`src/pnc_pkg.sv`:
```
// shared types and constants for the palette nearest colour match block
// no dependencies; imported by pnc_cell and the top level
package pnc_pkg;

   localparam int PALETTE_DEPTH = 256;
   localparam int IDX_W         = (PALETTE_DEPTH > 1) ? $clog2(PALETTE_DEPTH) : 1;
   localparam int CHAN_W        = 8;
   localparam int SLOT_W        = 8;
   localparam int BEST_W        = 8;
   localparam int COUNT_W       = 9;
   localparam int SQ_W          = 2 * CHAN_W;
   localparam int DIST_W        = 18;
   localparam int RGB_W         = 3 * CHAN_W;

   localparam logic [CHAN_W-1:0]  QUANT_MASK     = 8'hF8;
   localparam logic [CHAN_W-1:0]  QUANT_OFFSET   = 8'd4;
   localparam logic [DIST_W-1:0]  START_DISTANCE = 18'd200000;
   localparam logic [COUNT_W-1:0] COUNT_RESET    = 9'd256;

   localparam logic OP_LOAD  = 1'b0;
   localparam logic OP_MATCH = 1'b1;

   // palette write broadcast to every cell
   typedef struct packed {
      logic              en;
      logic [SLOT_W-1:0] index;
      logic [RGB_W-1:0]  rgb;
   } pnc_load_type;

   // query word travelling down the chain with the running best
   typedef struct packed {
      logic              valid;
      logic [CHAN_W-1:0] qr;
      logic [CHAN_W-1:0] qg;
      logic [CHAN_W-1:0] qb;
      logic [DIST_W-1:0] best_dist;
      logic [IDX_W-1:0]  best_idx;
   } pnc_token_type;

endpackage

```
`src/pnc_cell.sv`:
```
// one cell of the search chain: holds one palette entry and scores the passing query
// depends on pnc_pkg
module pnc_cell
   import pnc_pkg::*;
(
   input  logic               clock,
   input  logic               reset,
   input  logic [IDX_W-1:0]   cell_index,
   input  logic [COUNT_W-1:0] entry_count,
   input  pnc_load_type       load,
   input  pnc_token_type      tok_in,
   output pnc_token_type      tok_out
);

   logic [RGB_W-1:0]  entry_ff;
   pnc_token_type     tok_ff;
   pnc_token_type     tok_in_next;

   logic [CHAN_W-1:0] er, eg, eb;
   logic [CHAN_W-1:0] dr, dg, db;
   logic [SQ_W-1:0]   sr, sg, sb;
   logic [DIST_W-1:0] distance;
   logic              in_range;
   logic              hit;

   always_comb begin
      er = entry_ff[RGB_W-1 -: CHAN_W];
      eg = entry_ff[2*CHAN_W-1 -: CHAN_W];
      eb = entry_ff[CHAN_W-1:0];
      dr = (er >= tok_in.qr) ? (er - tok_in.qr) : (tok_in.qr - er);
      dg = (eg >= tok_in.qg) ? (eg - tok_in.qg) : (tok_in.qg - eg);
      db = (eb >= tok_in.qb) ? (eb - tok_in.qb) : (tok_in.qb - eb);
      sr = SQ_W'(dr) * SQ_W'(dr);
      sg = SQ_W'(dg) * SQ_W'(dg);
      sb = SQ_W'(db) * SQ_W'(db);
      distance = DIST_W'(sr) + DIST_W'(sg) + DIST_W'(sb);
      in_range = COUNT_W'(cell_index) < entry_count;
      // strict compare keeps ties on the lower index
      hit = tok_in.valid && in_range && (distance < tok_in.best_dist);
      tok_in_next = tok_in;
      if (hit) begin
         tok_in_next.best_dist = distance;
         tok_in_next.best_idx  = cell_index;
      end
   end

   always_ff @(posedge clock) begin
      if (load.en && (load.index == SLOT_W'(cell_index))) begin
         entry_ff <= load.rgb;
      end
   end

   always_ff @(posedge clock) begin
      if (reset) begin
         tok_ff.valid <= 1'b0;
      end else begin
         tok_ff <= tok_in_next;
      end
   end

   assign tok_out = tok_ff;

endmodule
```
`config.mk`:
```
export PLATFORM = sky130hd
export DESIGN_NAME = pnc_cell
export DESIGN_NICKNAME = d
export VERILOG_FILES = /design/src/pnc_pkg.sv /design/src/pnc_cell.sv
export SDC_FILE = /design/constraint.sdc
export NUM_CORES = 1
export LEC_CHECK = 0
export BUFFER_PORTS_ARGS = -buffer_cell sky130_fd_sc_hd__buf_2
export CELL_PAD_IN_SITES_DETAIL_PLACEMENT = 2
export CELL_PAD_IN_SITES_GLOBAL_PLACEMENT = 2
export CORE_ASPECT_RATIO = 1.2
export CORE_MARGIN = 4
export CORE_UTILIZATION = 41
export CTS_CLUSTER_DIAMETER = 80
export DETAILED_ROUTE_END_ITERATION = 10
export PLACE_DENSITY = 0.87
export SLEW_MARGIN = 20
export SYNTH_ARGS = -nofsm -noshare
export SYNTH_HDL_FRONTEND = slang
export SYNTH_SLANG_ARGS = --single-unit
```
`constraint.sdc`:
```
create_clock -name clock -period 19.15 [get_ports clock]
set_clock_uncertainty 0.2 [all_clocks]
set_input_delay 0.9575 -clock clock [delete_from_list [all_inputs] [get_ports clock]]
set_output_delay 0.9575 -clock clock [all_outputs]
set_load 0.005 [all_outputs]
```
==> impl_metrics.ini <==
[setup_path]
end_kind = flip-flop
crit-reg2reg-capture = tok_out[16]
crit_slowest_cell = xor2_1
path_common_cell = fa_1
r2r_setup_slack_ns = 6.59
crit_fanout = 19
worstSetupStartpointType = input port
slowest_delay_ns = 0.76
crit_arrival_ns = 12.67
cp.required_ns = 19.07
rr_worst_depth = 36
timing.rr.start = entry_ff[0]
crit_type = input port to flip-flop

[sta]
finalSetupViolCount = 0
setup_tns_ns = 0
period_share_pct = 66.6
finalHoldViolCount = 0
worst_slew_pin_slew_ns = 1.15
fin_crit_ns = 12.75
rsz0062_at_grt = no
fin_ws_ns = 6.40
relSlewSlack_pct = 23.0
maxSlewViolCount = 0
fmax_ghz = 0.0784

[job]
maxCapViolCount = 0

[global_route]
grt_pass1_wl_mm = 61.3
grtUsageTotal_pct = 28.5
grt_pass1_vias = 10500
grt_max_degree = 51
antenna_found_initial = 0
grt_overflow = 0

[layout]
final_cell_area_um2 = 12300
drive_gt1_share_pct = 19.1
syn2layout_area_growth_pct = 14.0
nNetsFinal = 1610
layout_common_cells = 280 x inv_1, 153 x buf_2, 148 x ha_1
mostFrequentLayoutCell = inv_1

[detailed_routing]
dr.pass1.iters = 5
vias_per_cell = 5.43
drcViolationCount = 0
final_antenna_net_count = 0
first_iter_violations = 405
vias = 8447
drt-total-wl_mm = 39.9
wl_per_cell_um = 25.7

[clock_tree]
cts_root_buffer = clkbuf_16
cts_resized = 0
hold_buffers = 0
htreeDepth = 3
cts_setup_buffers = 0
cts.sinks = 75
clk_path_buf_depth = 2
cts_made_buffers = 9
clkLatencyLatePin_ns = 0.38
clkSlewWorstSetupHoldPaths_ns = 0.07
cts_tree = built

[synth]
synth-main-ff-cell = edfxtp_1
syn_inst = 1063
synth_area_leaders = fa_1 26%, edfxtp_1 21%, ha_1 17%, inv_1 9.8%, mux2_2 2.8%
synth_edf_count = 74
synthArstFlopShare_pct = 0
avgSynthCellArea_um2 = 10.1
seq_area_frac_synth_pct = 20.8
synth_nets = 1453
netlist.top_cell.by_area = fa_1
synth_area_um2 = 10800
yosysTopAreaCellShare_pct = 25.9
yosysWarnings = 0
post_synth_num_cell_types = 69
ys_seq_elements = 75

[min_path]
hold_end = entry_ff[7]
min_path_type = input port to flip-flop
min_path_cells = 1
worstHoldStart = load[7]

[placement]
hpwlAfterDp_mm = 30.8
gp_congestion = 0.805
place_ws_ns = 6.49
dpl_cell_area_um2 = 11900
port_buffers = 153

[floorplan]
boundaryPins = 154
die_x_um = 156
die_h_um = 185
rows = 64
dieArea_um2 = 28900
start_util_pct = 41.8
core_um2 = 25700

[status]
status = finished clean
==> cell families (layout without fill, tap and decap cells) <==
logic type | count (synthesis) | in the layout | share of synthesized area (%)
buffers and inverters | 299 | 461 | 10.7
adders and majority gates | 287 | 287 | 43.1
muxes | 39 | 39 | 3.96
and+or+nand+nor | 183 | 183 | 8.48
xor gates and xnor gates | 41 | 41 | 3.97
DFF | 75 | 75 | 20.8
AOI/OAI and AO/OA | 139 | 139 | 8.97
other | 0 | 1 | 0
==> sequential cells by signal (all words and copies together), names as in the netlist <==
name	count
entry_ff	24
tok_out	51
==> synth_stat cells, types with 2 or more instances <==
library cell	n
edfxtp_1	74
fa_1	139
buf_1	2
or2_2	6
or2_1	7
and2_1	5
nand2b_1	17
o22ai_1	3
nor4_1	2
o21bai_1	8
mux2_2	27
nand2_1	21
nor4b_1	2
buf_2	6
o21ai_0	22
nand3b_1	3
buf_6	2
and3_1	6
a21o_1	24
ha_1	148
a21boi_0	2
inv_1	281
nor3_1	7
a2111oi_2	2
inv_2	3
mux2i_1	11
a31oi_1	2
xnor2_2	6
nand3_1	6
nand4_1	6
a211oi_1	7
xnor2_1	17
clkbuf_1	4
and4_1	3
a311oi_1	2
a21oi_1	44
o211ai_1	3
xor2_2	3
nor2b_1	13
nor2_1	74
xor2_1	15
==> critical path, delay by kind of cell <==
kind	cells	cell delay (ns)
AOI/OAI and AO/OA	8	2.27
xor gates and xnor gates	2	1.07
and+or+nand+nor	6	1.54
adders and majority gates	10	4.94
muxes	2	0.77
buffers and inverters	7	1.07
==> metrics by stage <==
stage | utilization, % | cells | hold WS (ns)
after detailed placement | 46.3 | 1539 | 0.936
final | 47.7 | 1556 | 0.551
after global routing | 47.7 | 1555 | 0.545
after CTS | 47.7 | 1555 | 0.544
after global placement | 46.3 | 1539 | 0.934
after floorplan | - | 1063 | 0.829
==> layer usage <==
| layer | track usage, % | share of wire [%] |
|---|---|---|
| met3 | 3.93 | 3.4 |
| met4 | 17.0 | 6.2 |
| met1 | 28.8 | 34 |
| met5 | 0 | 0 |
| met2 | 54.9 | 56 |
==> layout make-up <==
class	count	area [µm²]
clock inverters	6	115
fillers	2712	13400
inverters	284	1070
well taps	330	413
diodes	1	2.50
flip-flops and latches	75	2240
repair buffers	161	826
multi-input cells	689	7360
clock buffers	10	229
==> worst max path at each step <==
stage | from | end | slack (ns) | depth (start not counted)
finish | tok_in[26] | tok_out[16] | 6.40 | 35
global route | tok_in[26] | tok_out[9] | 6.06 | 35
CTS | tok_in[26] | tok_out[16] | 6.54 | 35
detailed placement | tok_in[26] | tok_out[21] | 6.49 | 36
global placement | tok_in[26] | tok_out[8] | 7.48 | 34
floorplan | tok_in[26] | tok_out[10] | 8.56 | 34
Power is left out: the tool's default activity adds up to more than one toggle a clock period on the data nets, which glitch-free logic cannot reach.
